===== config.mk =====
export PLATFORM = sky130hd
export DESIGN_NAME = tape_block_framer_xor
export DESIGN_NICKNAME = d
export VERILOG_FILES = /design/src/rtl/tbf_pkg.sv /design/src/rtl/tbf_front.sv /design/src/rtl/tbf_fifo.sv /design/src/rtl/tbf_back.sv /design/src/rtl/tape_block_framer_xor.sv
export SDC_FILE = /design/constraint.sdc
export NUM_CORES = 1
export LEC_CHECK = 0
export ABC_CLOCK_PERIOD_IN_PS = 16520
export BUFFER_PORTS_ARGS = -buffer_cell sky130_fd_sc_hd__buf_2
export CAP_MARGIN = 20
export CORE_MARGIN = 3
export CORE_UTILIZATION = 67
export CTS_CLUSTER_SIZE = 30
export DETAILED_ROUTE_END_ITERATION = 8
export PLACE_DENSITY = 0.85
export SETUP_SLACK_MARGIN = 0.4
export SLEW_MARGIN = 20
export SYNTH_ARGS = -nofsm -noshare
export SYNTH_HDL_FRONTEND = slang
export SYNTH_SLANG_ARGS = --single-unit

===== constraint.sdc =====
create_clock -name clk -period 16.52 [get_ports clk]
set_input_delay 2.478 -clock clk [delete_from_list [all_inputs] [get_ports clk]]
set_output_delay 2.478 -clock clk [all_outputs]
set_load 0.05 [all_outputs]

===== src/rtl/tbf_pkg.sv =====
// Shared types and constants for the tape block framer.
// No dependencies; imported by every module of the block.
`default_nettype none

package tbf_pkg;

  localparam int unsigned CFG_IDX_W = 3;
  localparam int unsigned CFG_DATA_W = 64;

  localparam logic [CFG_IDX_W-1:0] REG_HEADERLESS = 3'd0;
  localparam logic [CFG_IDX_W-1:0] REG_FILE_TYPE  = 3'd1;
  localparam logic [CFG_IDX_W-1:0] REG_NAME_LO    = 3'd2;
  localparam logic [CFG_IDX_W-1:0] REG_NAME_HI    = 3'd3;
  localparam logic [CFG_IDX_W-1:0] REG_DATA_LEN   = 3'd4;
  localparam logic [CFG_IDX_W-1:0] REG_PARAM_ONE  = 3'd5;
  localparam logic [CFG_IDX_W-1:0] REG_PARAM_TWO  = 3'd6;

  localparam logic [15:0] LEN_MAX      = 16'd65533;
  localparam logic [15:0] HDR_BLK_LEN  = 16'd19;
  localparam logic [7:0]  FLAG_HEADER  = 8'h00;
  localparam logic [7:0]  FLAG_DATA    = 8'hFF;
  localparam logic [63:0] NAME_LO_RST  = 64'h2020_2020_2020_2020;
  localparam logic [15:0] NAME_HI_RST  = 16'h2020;

  // byte positions within the start burst
  localparam int unsigned POS_W = 5;
  localparam logic [POS_W-1:0] POS_LEN_LO    = 5'd0;
  localparam logic [POS_W-1:0] POS_LEN_HI    = 5'd1;
  localparam logic [POS_W-1:0] POS_FLAG_HDR  = 5'd2;
  localparam logic [POS_W-1:0] POS_TYPE      = 5'd3;
  localparam logic [POS_W-1:0] POS_NAME      = 5'd4;
  localparam logic [POS_W-1:0] POS_NAME_END  = 5'd13;
  localparam logic [POS_W-1:0] POS_SIZE_LO   = 5'd14;
  localparam logic [POS_W-1:0] POS_SIZE_HI   = 5'd15;
  localparam logic [POS_W-1:0] POS_P1_LO     = 5'd16;
  localparam logic [POS_W-1:0] POS_P1_HI     = 5'd17;
  localparam logic [POS_W-1:0] POS_P2_LO     = 5'd18;
  localparam logic [POS_W-1:0] POS_P2_HI     = 5'd19;
  localparam logic [POS_W-1:0] POS_HDR_CHK   = 5'd20;
  localparam logic [POS_W-1:0] POS_DLEN_LO   = 5'd21;
  localparam logic [POS_W-1:0] POS_DLEN_HI   = 5'd22;
  localparam logic [POS_W-1:0] POS_FLAG_DATA = 5'd23;
  localparam logic [POS_W-1:0] POS_DATA_CHK  = 5'd24;

  typedef enum logic [1:0] {
    CMD_START,
    CMD_DATA,
    CMD_DATA_LAST,
    CMD_MISUSE
  } cmd_kind_t;

  typedef enum logic {
    PH_IDLE,
    PH_OPEN
  } phase_t;

  typedef struct packed {
    logic        headerless;
    logic [7:0]  file_type;
    logic [79:0] name;
    logic [15:0] data_length;
    logic [15:0] param_one;
    logic [15:0] param_two;
  } cfg_t;

  typedef struct packed {
    cmd_kind_t kind;
    logic [7:0] data_byte;
    logic [7:0] chk;
    cfg_t       cfg;
  } cmd_t;

endpackage

`default_nettype wire


===== src/rtl/tbf_front.sv =====
// Front end: accepts input words, tracks frame state, emits one command per word.
// Depends on tbf_pkg.
`default_nettype none

module tbf_front
  import tbf_pkg::*;
(
  input  wire logic       clk,
  input  wire logic       rst,
  input  wire logic       accept,
  input  wire logic       req_type,
  input  wire logic [7:0] data_byte,
  input  wire cfg_t       cfg,
  output cmd_t            cmd
);

  phase_t      phase, phase_next;
  logic [15:0] bytes_left, bytes_left_next;
  logic [7:0]  running_xor, running_xor_next;
  logic [7:0]  xor_upd;

  assign xor_upd = running_xor ^ data_byte;

  always_comb begin
    phase_next       = phase;
    bytes_left_next  = bytes_left;
    running_xor_next = running_xor;
    if (accept) begin
      unique case (phase)
        PH_IDLE: begin
          if (!req_type) begin
            bytes_left_next = cfg.data_length;
            if (cfg.data_length == 16'd0) begin
              running_xor_next = 8'h00;
            end else begin
              phase_next       = PH_OPEN;
              running_xor_next = FLAG_DATA;
            end
          end
        end
        PH_OPEN: begin
          if (req_type) begin
            bytes_left_next = bytes_left - 16'd1;
            if (bytes_left == 16'd1) begin
              phase_next       = PH_IDLE;
              running_xor_next = 8'h00;
            end else begin
              running_xor_next = xor_upd;
            end
          end
        end
        default: phase_next = PH_IDLE;
      endcase
    end
  end

  always_comb begin
    cmd.data_byte = data_byte;
    cmd.chk       = xor_upd;
    cmd.cfg       = cfg;
    cmd.kind      = CMD_MISUSE;
    unique case (phase)
      PH_IDLE: cmd.kind = req_type ? CMD_MISUSE : CMD_START;
      PH_OPEN: begin
        if (!req_type) begin
          cmd.kind = CMD_MISUSE;
        end else if (bytes_left == 16'd1) begin
          cmd.kind = CMD_DATA_LAST;
        end else begin
          cmd.kind = CMD_DATA;
        end
      end
      default: cmd.kind = CMD_MISUSE;
    endcase
  end

  always_ff @(posedge clk) begin
    if (rst) begin
      phase       <= PH_IDLE;
      bytes_left  <= 16'd0;
      running_xor <= 8'h00;
    end else begin
      phase       <= phase_next;
      bytes_left  <= bytes_left_next;
      running_xor <= running_xor_next;
    end
  end

endmodule

`default_nettype wire


===== src/rtl/tbf_fifo.sv =====
// Small register queue carrying commands from front end to back end.
// Depends on tbf_pkg.
`default_nettype none

module tbf_fifo
  import tbf_pkg::*;
#(
  parameter int unsigned DEPTH = 4
) (
  input  wire logic clk,
  input  wire logic rst,
  input  wire logic push,
  input  wire cmd_t push_cmd,
  input  wire logic pop,
  output cmd_t      head,
  output logic      full,
  output logic      empty
);

  localparam int unsigned PTR_W = (DEPTH > 1) ? $clog2(DEPTH) : 1;
  localparam int unsigned CNT_W = $clog2(DEPTH + 1);
  localparam logic [PTR_W-1:0] PTR_LAST = PTR_W'(DEPTH - 1);
  localparam logic [CNT_W-1:0] CNT_FULL = CNT_W'(DEPTH);

  cmd_t             mem [DEPTH];
  logic [PTR_W-1:0] wr_ptr, rd_ptr;
  logic [CNT_W-1:0] count;
  logic             do_push, do_pop;

  assign full    = (count == CNT_FULL);
  assign empty   = (count == '0);
  assign do_push = push && !full;
  assign do_pop  = pop && !empty;
  assign head    = mem[rd_ptr];

  always_ff @(posedge clk) begin
    if (do_push) begin
      mem[wr_ptr] <= push_cmd;
    end
  end

  always_ff @(posedge clk) begin
    if (rst) begin
      wr_ptr <= '0;
      rd_ptr <= '0;
      count  <= '0;
    end else begin
      if (do_push) begin
        wr_ptr <= (wr_ptr == PTR_LAST) ? '0 : wr_ptr + PTR_W'(1);
      end
      if (do_pop) begin
        rd_ptr <= (rd_ptr == PTR_LAST) ? '0 : rd_ptr + PTR_W'(1);
      end
      unique case ({do_push, do_pop})
        2'b10:   count <= count + CNT_W'(1);
        2'b01:   count <= count - CNT_W'(1);
        default: count <= count;
      endcase
    end
  end

endmodule

`default_nettype wire


===== src/rtl/tbf_back.sv =====
// Back end: expands queued commands into output words, one per cycle while the output register is empty or popped.
// Depends on tbf_pkg.
`default_nettype none

module tbf_back
  import tbf_pkg::*;
(
  input  wire logic       clk,
  input  wire logic       rst,
  input  wire cmd_t       head,
  input  wire logic       head_empty,
  output logic            head_pop,
  input  wire logic       pop,
  output logic            empty,
  output logic [7:0]      out_byte,
  output logic            run_last,
  output logic            frame_end,
  output logic            misuse
);

  logic [POS_W-1:0] idx, idx_next, cur_idx;
  logic             out_valid, load;
  logic [7:0]       b, start_b, hdr_chk, name_b;
  logic             b_last, b_fe, b_mis;
  logic [3:0]       name_sel;
  logic [6:0]       name_bit;
  logic [15:0]      dlen_plus;

  assign cur_idx = (idx == POS_LEN_LO && head.kind == CMD_START && head.cfg.headerless)
                   ? POS_DLEN_LO : idx;
  assign name_sel  = 4'(cur_idx - POS_NAME);
  assign name_bit  = {name_sel, 3'b000};
  assign name_b    = head.cfg.name[name_bit +: 8];
  assign dlen_plus = head.cfg.data_length + 16'd2;

  always_comb begin
    hdr_chk = FLAG_HEADER ^ head.cfg.file_type;
    for (int i = 0; i < 10; i++) begin
      hdr_chk = hdr_chk ^ head.cfg.name[8*i +: 8];
    end
    hdr_chk = hdr_chk ^ head.cfg.data_length[7:0] ^ head.cfg.data_length[15:8]
            ^ head.cfg.param_one[7:0] ^ head.cfg.param_one[15:8]
            ^ head.cfg.param_two[7:0] ^ head.cfg.param_two[15:8];
  end

  always_comb begin
    priority if (cur_idx == POS_LEN_LO)       start_b = HDR_BLK_LEN[7:0];
    else if (cur_idx == POS_LEN_HI)           start_b = HDR_BLK_LEN[15:8];
    else if (cur_idx == POS_FLAG_HDR)         start_b = FLAG_HEADER;
    else if (cur_idx == POS_TYPE)             start_b = head.cfg.file_type;
    else if (cur_idx <= POS_NAME_END)         start_b = name_b;
    else if (cur_idx == POS_SIZE_LO)          start_b = head.cfg.data_length[7:0];
    else if (cur_idx == POS_SIZE_HI)          start_b = head.cfg.data_length[15:8];
    else if (cur_idx == POS_P1_LO)            start_b = head.cfg.param_one[7:0];
    else if (cur_idx == POS_P1_HI)            start_b = head.cfg.param_one[15:8];
    else if (cur_idx == POS_P2_LO)            start_b = head.cfg.param_two[7:0];
    else if (cur_idx == POS_P2_HI)            start_b = head.cfg.param_two[15:8];
    else if (cur_idx == POS_HDR_CHK)          start_b = hdr_chk;
    else if (cur_idx == POS_DLEN_LO)          start_b = dlen_plus[7:0];
    else if (cur_idx == POS_DLEN_HI)          start_b = dlen_plus[15:8];
    else                                      start_b = FLAG_DATA;
  end

  always_comb begin
    b      = 8'h00;
    b_last = 1'b1;
    b_fe   = 1'b0;
    b_mis  = 1'b0;
    unique case (head.kind)
      CMD_START: begin
        b      = start_b;
        b_fe   = (cur_idx == POS_DATA_CHK);
        b_last = (cur_idx == POS_DATA_CHK) ||
                 (cur_idx == POS_FLAG_DATA && head.cfg.data_length != 16'd0);
      end
      CMD_DATA: b = head.data_byte;
      CMD_DATA_LAST: begin
        if (idx == POS_LEN_LO) begin
          b      = head.data_byte;
          b_last = 1'b0;
        end else begin
          b    = head.chk;
          b_fe = 1'b1;
        end
      end
      CMD_MISUSE: b_mis = 1'b1;
      default: b_mis = 1'b1;
    endcase
  end

  assign load     = !head_empty && (!out_valid || pop);
  assign head_pop = load && b_last;
  assign empty    = !out_valid;

  always_comb begin
    idx_next = idx;
    if (load) begin
      idx_next = b_last ? POS_LEN_LO : cur_idx + POS_W'(1);
    end
  end

  always_ff @(posedge clk) begin
    if (rst) begin
      idx       <= POS_LEN_LO;
      out_valid <= 1'b0;
    end else begin
      idx <= idx_next;
      if (load) begin
        out_valid <= 1'b1;
      end else if (pop) begin
        out_valid <= 1'b0;
      end
    end
  end

  always_ff @(posedge clk) begin
    if (load) begin
      out_byte  <= b;
      run_last  <= b_last;
      frame_end <= b_fe;
      misuse    <= b_mis;
    end
  end

endmodule

`default_nettype wire


===== src/rtl/tape_block_framer_xor.sv =====
// Top level of the tape block framer: config registers, front end, queue, back end.
// Depends on tbf_pkg, tbf_front, tbf_fifo, tbf_back.
`default_nettype none

// Frames a byte stream as tape-image blocks. A start word produces the 21-byte
// header block (unless headerless) and the 3-byte data-block prefix, each data
// word produces its byte, and the last one also the closing XOR checksum, which
// a start word with zero data length also gives. The front end takes one word
// per cycle into a command queue of FIFO_DEPTH entries while it is not full;
// the back end writes one result word per cycle into the output register while
// that is empty or being popped, so a start word holds the back end for one word
// per byte it yields, while the queue absorbs further words. Registers are
// sampled when the start word is taken; config writes are meant for idle periods.

module tape_block_framer_xor
  import tbf_pkg::*;
#(
  parameter int unsigned FIFO_DEPTH = 4
) (
  input  wire logic                  clk,
  input  wire logic                  rst,
  input  wire logic                  push,
  output logic                       full,
  input  wire logic                  req_type,
  input  wire logic [7:0]            data_byte,
  output logic                       empty,
  input  wire logic                  pop,
  output logic [7:0]                 out_byte,
  output logic                       run_last,
  output logic                       frame_end,
  output logic                       misuse,
  input  wire logic                  cfg_we,
  input  wire logic [CFG_IDX_W-1:0]  cfg_index,
  input  wire logic [CFG_DATA_W-1:0] cfg_data
);

  cfg_t cfg;
  cmd_t front_cmd, head;
  logic accept, head_empty, head_pop;

  always_ff @(posedge clk) begin
    if (rst) begin
      cfg.headerless  <= 1'b0;
      cfg.file_type   <= 8'h00;
      cfg.name        <= {NAME_HI_RST, NAME_LO_RST};
      cfg.data_length <= 16'd0;
      cfg.param_one   <= 16'd0;
      cfg.param_two   <= 16'd0;
    end else if (cfg_we) begin
      unique case (cfg_index)
        REG_HEADERLESS: cfg.headerless <= cfg_data[0];
        REG_FILE_TYPE:  cfg.file_type <= cfg_data[7:0];
        REG_NAME_LO:    cfg.name[63:0] <= cfg_data;
        REG_NAME_HI:    cfg.name[79:64] <= cfg_data[15:0];
        REG_DATA_LEN:   cfg.data_length <= (cfg_data[15:0] > LEN_MAX) ? LEN_MAX
                                                                      : cfg_data[15:0];
        REG_PARAM_ONE:  cfg.param_one <= cfg_data[15:0];
        REG_PARAM_TWO:  cfg.param_two <= cfg_data[15:0];
        default: ;
      endcase
    end
  end

  assign accept = push && !full;

  tbf_front u_front (
    .clk       (clk),
    .rst       (rst),
    .accept    (accept),
    .req_type  (req_type),
    .data_byte (data_byte),
    .cfg       (cfg),
    .cmd       (front_cmd)
  );

  tbf_fifo #(
    .DEPTH (FIFO_DEPTH)
  ) u_fifo (
    .clk      (clk),
    .rst      (rst),
    .push     (accept),
    .push_cmd (front_cmd),
    .pop      (head_pop),
    .head     (head),
    .full     (full),
    .empty    (head_empty)
  );

  tbf_back u_back (
    .clk        (clk),
    .rst        (rst),
    .head       (head),
    .head_empty (head_empty),
    .head_pop   (head_pop),
    .pop        (pop),
    .empty      (empty),
    .out_byte   (out_byte),
    .run_last   (run_last),
    .frame_end  (frame_end),
    .misuse     (misuse)
  );

  a_misuse_word : assert property (@(posedge clk) disable iff (rst)
    !empty && misuse |-> out_byte == 8'h00 && run_last && !frame_end)
    else $error("misuse word malformed");

  a_frame_end_last : assert property (@(posedge clk) disable iff (rst)
    !empty && frame_end |-> run_last)
    else $error("checksum word is not the last of its run");

  a_empty_after_rst : assert property (@(posedge clk)
    $past(rst) |-> empty && !full)
    else $error("queues not cleared by reset");

endmodule

`default_nettype wire

# Word-level counts from Yosys, hierarchy flattened
# Memories as Yosys holds them, arrays and structs flattened. A register that Yosys moved wholly into a read port is not among the register bits.
# Index checks and enable logic that the tools add are counted.
[word_totals]
mem_count = 1
reg_bits = 186
word_cells = 159
mem_bits_rw = 620
inputBits = 81
out_inout_bits = 13
[memory_table]
columns = ["memory", "words", "word_bits", "read_ports", "rd_ports_with_merged_regs", "wr", "line_no", "rtl"]
rows = [
  ["u_fifo.mem", 4, 155, 1, 1, 1, "tbf_fifo.sv:25", "cmd_t mem [DEPTH];"],
]
[op_classes]
bitwise_logic = 18
eq_ne = 31
n_mux = 49
reduce_logical = 30
shifts = 1
order_cmp = 2
add_sub_neg = 8
[ops]
columns = ["cell", "count"]
rows = [
  ["8-bit 2-to-1 mux", 19],
  ["8-bit bitwise XOR", 17],
  ["80-bit by 8-bit variable part select with 8-bit output", 1],
  ["16-bit 2-to-1 mux", 3],
  ["5-bit == test (second input constant)", 9],
  ["16-bit one-hot mux with 2 select lines", 1],
  ["8-bit one-hot mux with 3 select lines", 1],
  ["16-bit by 2-bit adder with 16-bit output (second input constant)", 1],
  ["16-bit by 1-bit == test with 1-bit output (second input constant)", 1],
  ["16-bit greater-than comparator (second input constant)", 1],
  ["16-bit logical NOT", 1],
  ["8-bit one-hot mux with 2 select lines", 1],
  ["16-bit nonzero test", 1],
  ["16-bit by 1-bit subtractor with 16-bit output (second input constant)", 1],
  ["2-bit 2-to-1 mux", 7],
  ["2-bit AND reduction", 7],
  ["3-bit == test (second input constant)", 4],
  ["2-bit == test (second input constant)", 5],
  ["5-bit by 2-bit == test with 1-bit output (second input constant)", 2],
  ["5-bit by 4-bit == test with 1-bit output (second input constant)", 2],
  ["5-bit logical NOT", 2],
  ["1-bit 2-to-1 mux", 10],
  ["5-bit 2-to-1 mux", 2],
  ["1-bit logical AND", 8],
  ["other kinds (21)", 32],
]

# Depth between registers and ports, before layout
[depth]
depth_word = 29
depth_mapped = 19
mapped_depth_nobuf = 16

# Hierarchy
# From an unflattened synthesis, not the netlist that was laid out.
[hier_totals]
hier_cells = 2416
area_unflattened_um2 = 35061.1
[by_module_without_submodules]
columns = ["mod", "cells_each", "area_per_inst_um2", "seq_area_each_um2", "n_inst"]
rows = [
  ["tbf_fifo", 863, 22848.2, 18798.0, 1],
  ["tape_block_framer_xor", 603, 5032.3, 2742.6, 1],
  ["tbf_back", 571, 4321.6, 450.4, 1],
  ["tbf_front", 379, 2859.0, 500.5, 1],
]

# Worst setup path after synthesis
# No wires, ideal clock.
[synth_timing]
kind = "input-to-reg"
start = "input port push"
end = "memory u_fifo.mem[3][0] (netlist name), enable pin"
path_slack_ns = 9.563
setup_time_ns = 0.533
t_arrival_ns = 6.424
t_required_ns = 15.987
stages = 3
path_buffers = 1
cell_sequence = "nor2b_1 clkbuf_1 and2_1"
[synth_via]
elab_chain_len = 4
[synth_rtl]
columns = ["item", "line_no", "rtl"]
rows = [
  ["start: declaration", "tape_block_framer_xor.sv:22", "input wire logic push,"],
  ["1-bit logical AND", "tape_block_framer_xor.sv:64", "assign accept = push && !full;"],
  ["1-bit logical AND", "tbf_fifo.sv:32", "assign do_push = push && !full;"],
  ["1-bit 2-to-1 mux", "tbf_fifo.sv:37", "if (do_push) begin"],
  ["1-bit 2-to-1 mux (not written as such)", "tbf_fifo.sv:38", "mem[wr_ptr] <= push_cmd;"],
  ["end: declaration", "tbf_fifo.sv:25", ""],
]
# Every way passes these cells.

==> results.md <==
* Vias/cell at 6.86
* Share of layout cells above drive strength 1 at 17.3%
* Top FF cell, synth: edfxtp_1
* Longest Clk Path Bufs at 3
* Seq/Total Area, Yosys at 67.2%
* Detailed Routing Iterations Pass 1 at 8
* CP Capture Type: flip-flop
* Multi-input combinational cell area at 10,200 um2
* FF+latch area at 22,500 um2
* Initial Util at 68.1%
* Reg2reg end: u_back.out_byte[3]
* Clk_lat worst skew at between 0.6 and 0.7 ns
* Async set-reset flop share out of synthesis at 0%
* Worst slew pin tran at 1.09 ns
* Top-count cell post-synth: edfxtp_1
* Clock Skews at between 0.02 and 0.025 ns
* Setup violations, final at 0
* Grt ovf at 0
* Fin util at 75.3%
* Slew Limit Fails at 0
* Top post-synthesis cells by area: edfxtp_1 57%, dfxtp_1 11%, mux4_2 10%, nand2_1 4.3%, xnor2_1 2.7%
* Pwr dens at approximately 170 nW/um2
* DP Wirelength at around 54,000 um
* Post-synth top area share at 56.6%
* Core area at 49,200 um2
* Hold depth at 2
* Count of different cell masters after synthesis at 79
* CP required at 16.86 ns
* Final WS setup at 10.70 ns
* Fillers at 2,736
* Sum Neg Setup Slack at 0 ns
* Final Wtd Congestion at 0.939
* PostCTS Resize Cnt at 0
* DRT antenna net count at 0
* CTS HTree Levels at 3
* Post-CTS setup buffers at 0
* Hold Crit Endpoint: u_back.out_valid
* CTS tree: built
* DRC viols at 0
* Number of synthesized flops with an enable pin at around 630
* DR WL/cell at 28.9 um
* Status: finished, final reports clean
* Total leakage power at 12.1 nW
* Tcrit/Tclk final at a little over a third
* DRT iter0 DRCs at 2,575
* Arrival time at the worst endpoint at around 6.2 ns
* Post-synth top cells: 631 x edfxtp_1, 382 x nand2_1, 181 x a21oi_1
* Clk pin slew, worst setup/hold paths at ~0.060 ns
* First-pass GRT wire length at 134,000 um
* Number of cells produced by synthesis at 2,273
* Inserted Clock Buffers at 79
* Via count at 21,100
* Vias in the first global route at 21,100
* GRT Total Usage at 34.1%
* Maximum capacitance violations at 0
* Row cnt at 81
* I/O Pins at 94
* Die W at between 200 and 250 um
* Synthesis Warnings at 0
* Pre-CTS setup slack at 10.64 ns
* DIE HEIGHT at roughly 230 um
* Syn Area/Cell at 14.7 um2
* Hold Vio Cnt, Final at 0
* Worst VDD drop at 0.000118 V
* CTS sink cnt at 808
* Min Tclk post-route at 5.82 ns
* Hold/Removal Path Class: flip-flop to flip-flop
* Worst r2r path cells at 12
* Setup CP Type: flip-flop to flip-flop
* RSZ-0062 raised after global routing: false
* Initial antenna violation count at 3
* Flop2flop setup slack at 10.70 ns
* Ant diodes at 0
* Netlist Area Pre-Place at 33,500 um2
* Register bit total from synthesis at 808
* # nets final at 2,448
* Fmax at between 0.15 and 0.2 GHz
* Clk root buf: clkbuf_16
* Largest net degree at the start of global routing at 115
* Hold_sp: u_back.out_valid
* Area growth syn-to-layout at 10.5%
* Crit Path Max Fanout at 37
* Startpoint Class: flip-flop
* Hold_buf cts at 0
* Die area at 52,700 um2
* PortBufs at 93
* Post-Route WL at approximately 89,000 um
* Relative slew slack at 27.5%
* Syn_nets at 2,373
* Synth area leader: edfxtp_1
[metal layers]
metal  vias up  part of all wire (%)  track usage, %
met5         -                 0.032               0
met1     10500                    37            47.0
li1       8757                     -               -
met3       273                    11            6.98
met2      1549                    49            54.9
met4         4                   3.9            13.0
[how the worst max path moves through the flow]
stage                     startpoint  cells past startpoint                 end  slack, ns
after detailed placement        push                      5   u_fifo.mem[3][23]      10.64
after global routing       flip-flop                     14  u_back.out_byte[2]      10.45
final                      flip-flop                     12  u_back.out_byte[3]      10.70
after floorplan                 push                      3    u_fifo.mem[3][0]       9.56
after global placement          push                      5  u_fifo.mem[3][130]      10.73
after CTS                  flip-flop                     14  u_back.out_byte[2]      10.86
[logic make-up after synthesis]
logic type | Yosys count | share of synthesized area [%]
XOR/XNOR | 146 | 4.14
AO/OA/AOI/OAI | 349 | 6.23
adder cells (fa/ha/maj) | 19 | 0.732
buffers and inverters | 149 | 2.38
multiplexers | 181 | 11.4
flip-flops | 808 | 67.2
AND/OR/NAND/NOR | 621 | 7.99
[state kept, by name, indices dropped and copies added, names as in the netlist, named ones only]
register and cells:
u_fifo.mem 620, cfg 137, u_front.bytes_left 16, u_back.out_byte 8
u_front.running_xor 8, u_back.idx 5, u_fifo.count 3, u_fifo.rd_ptr 2
u_fifo.wr_ptr 2, u_back.frame_end 1, u_back.misuse 1, u_back.out_valid 1
u_back.run_last 1, u_front.phase 1
[per-stage QoR]
stage               hold slack, ns  area (um2)  cells  power [mW]
floorplan                    0.445       33500   2273        3.96
global placement             0.453       34300   2931        4.49
detailed placement           0.464       34300   2931        4.51
CTS                          0.474       37000   3077        6.39
global route                 0.502       37000   3077        6.60
finish                       0.473       37000   3077        6.40
[report_power, final]
part	switching (mW)	internal, mW	leakage [nW]
clock	0.784	1.09	1.32
combinational	1.24	0.786	3.57
sequential	0.108	2.40	7.25
total	2.13	4.27	12.1
[layout by cell type (no fill, tap or decap), types with 5 or more instances in the layout]
| cell type | synthesis | final |
|---|---|---|
| dfxtp_1 | 177 | 175 |
| nand2b_1 | 10 | 10 |
| clkbuf_1 | 78 | 14 |
| a21oi_1 | 181 | 181 |
| a21o_1 | 6 | 6 |
| bufinv_16 | 0 | 10 |
| xnor2_1 | 105 | 105 |
| clkbuf_16 | 0 | 80 |
| a22oi_1 | 5 | 5 |
| and3_1 | 10 | 10 |
| inv_1 | 26 | 26 |
| xnor2_2 | 7 | 7 |
| nand3_1 | 32 | 32 |
| o21ai_0 | 38 | 38 |
| mux2i_1 | 21 | 21 |
| nand4_1 | 12 | 12 |
| nor2b_1 | 6 | 6 |
| a31oi_1 | 22 | 22 |
| buf_2 | 18 | 92 |
| o21ai_1 | 10 | 10 |
| nor3_1 | 26 | 26 |
| clkinv_1 | 1 | 10 |
| nand2_1 | 382 | 381 |
| xor2_1 | 30 | 30 |
| o31ai_1 | 12 | 12 |
| ha_1 | 18 | 18 |
| clkbuf_8 | 0 | 7 |
| nor4_1 | 15 | 15 |
| a221oi_1 | 21 | 21 |
| edfxtp_1 | 631 | 631 |
| buf_4 | 7 | 20 |
| o221ai_1 | 6 | 6 |
| mux4_2 | 149 | 149 |
| a211oi_1 | 10 | 10 |
| nor2_1 | 90 | 88 |
| nand3b_1 | 10 | 10 |
| mux4_1 | 8 | 8 |
| clkinv_2 | 0 | 17 |
| and2_1 | 10 | 7 |
| o22ai_1 | 13 | 13 |
[area by class of cell]
type	count	share of cell area, %
sequential	808	60.8
multi-input combinational	1316	27.7
clock buffer	101	5.81
tap	664	2.24
timing repair buffer	114	1.73
clock inverter	45	1.47
inverter	29	0.294
[worst max-delay path, stage by stage (launching register included)]
cell and delay, ns:
dfxtp_4 0.82, mux4_2 0.61, and3b_1 0.23, a21o_1 0.18, buf_4 0.25, inv_2 0.58, ha_1 0.66, inv_1 0.26
nor2_1 0.67, a221oi_1 0.19, o41a_1 0.37, a2111oi_1 0.52, o31ai_1 0.13
(Power assumes the default switching activity.)
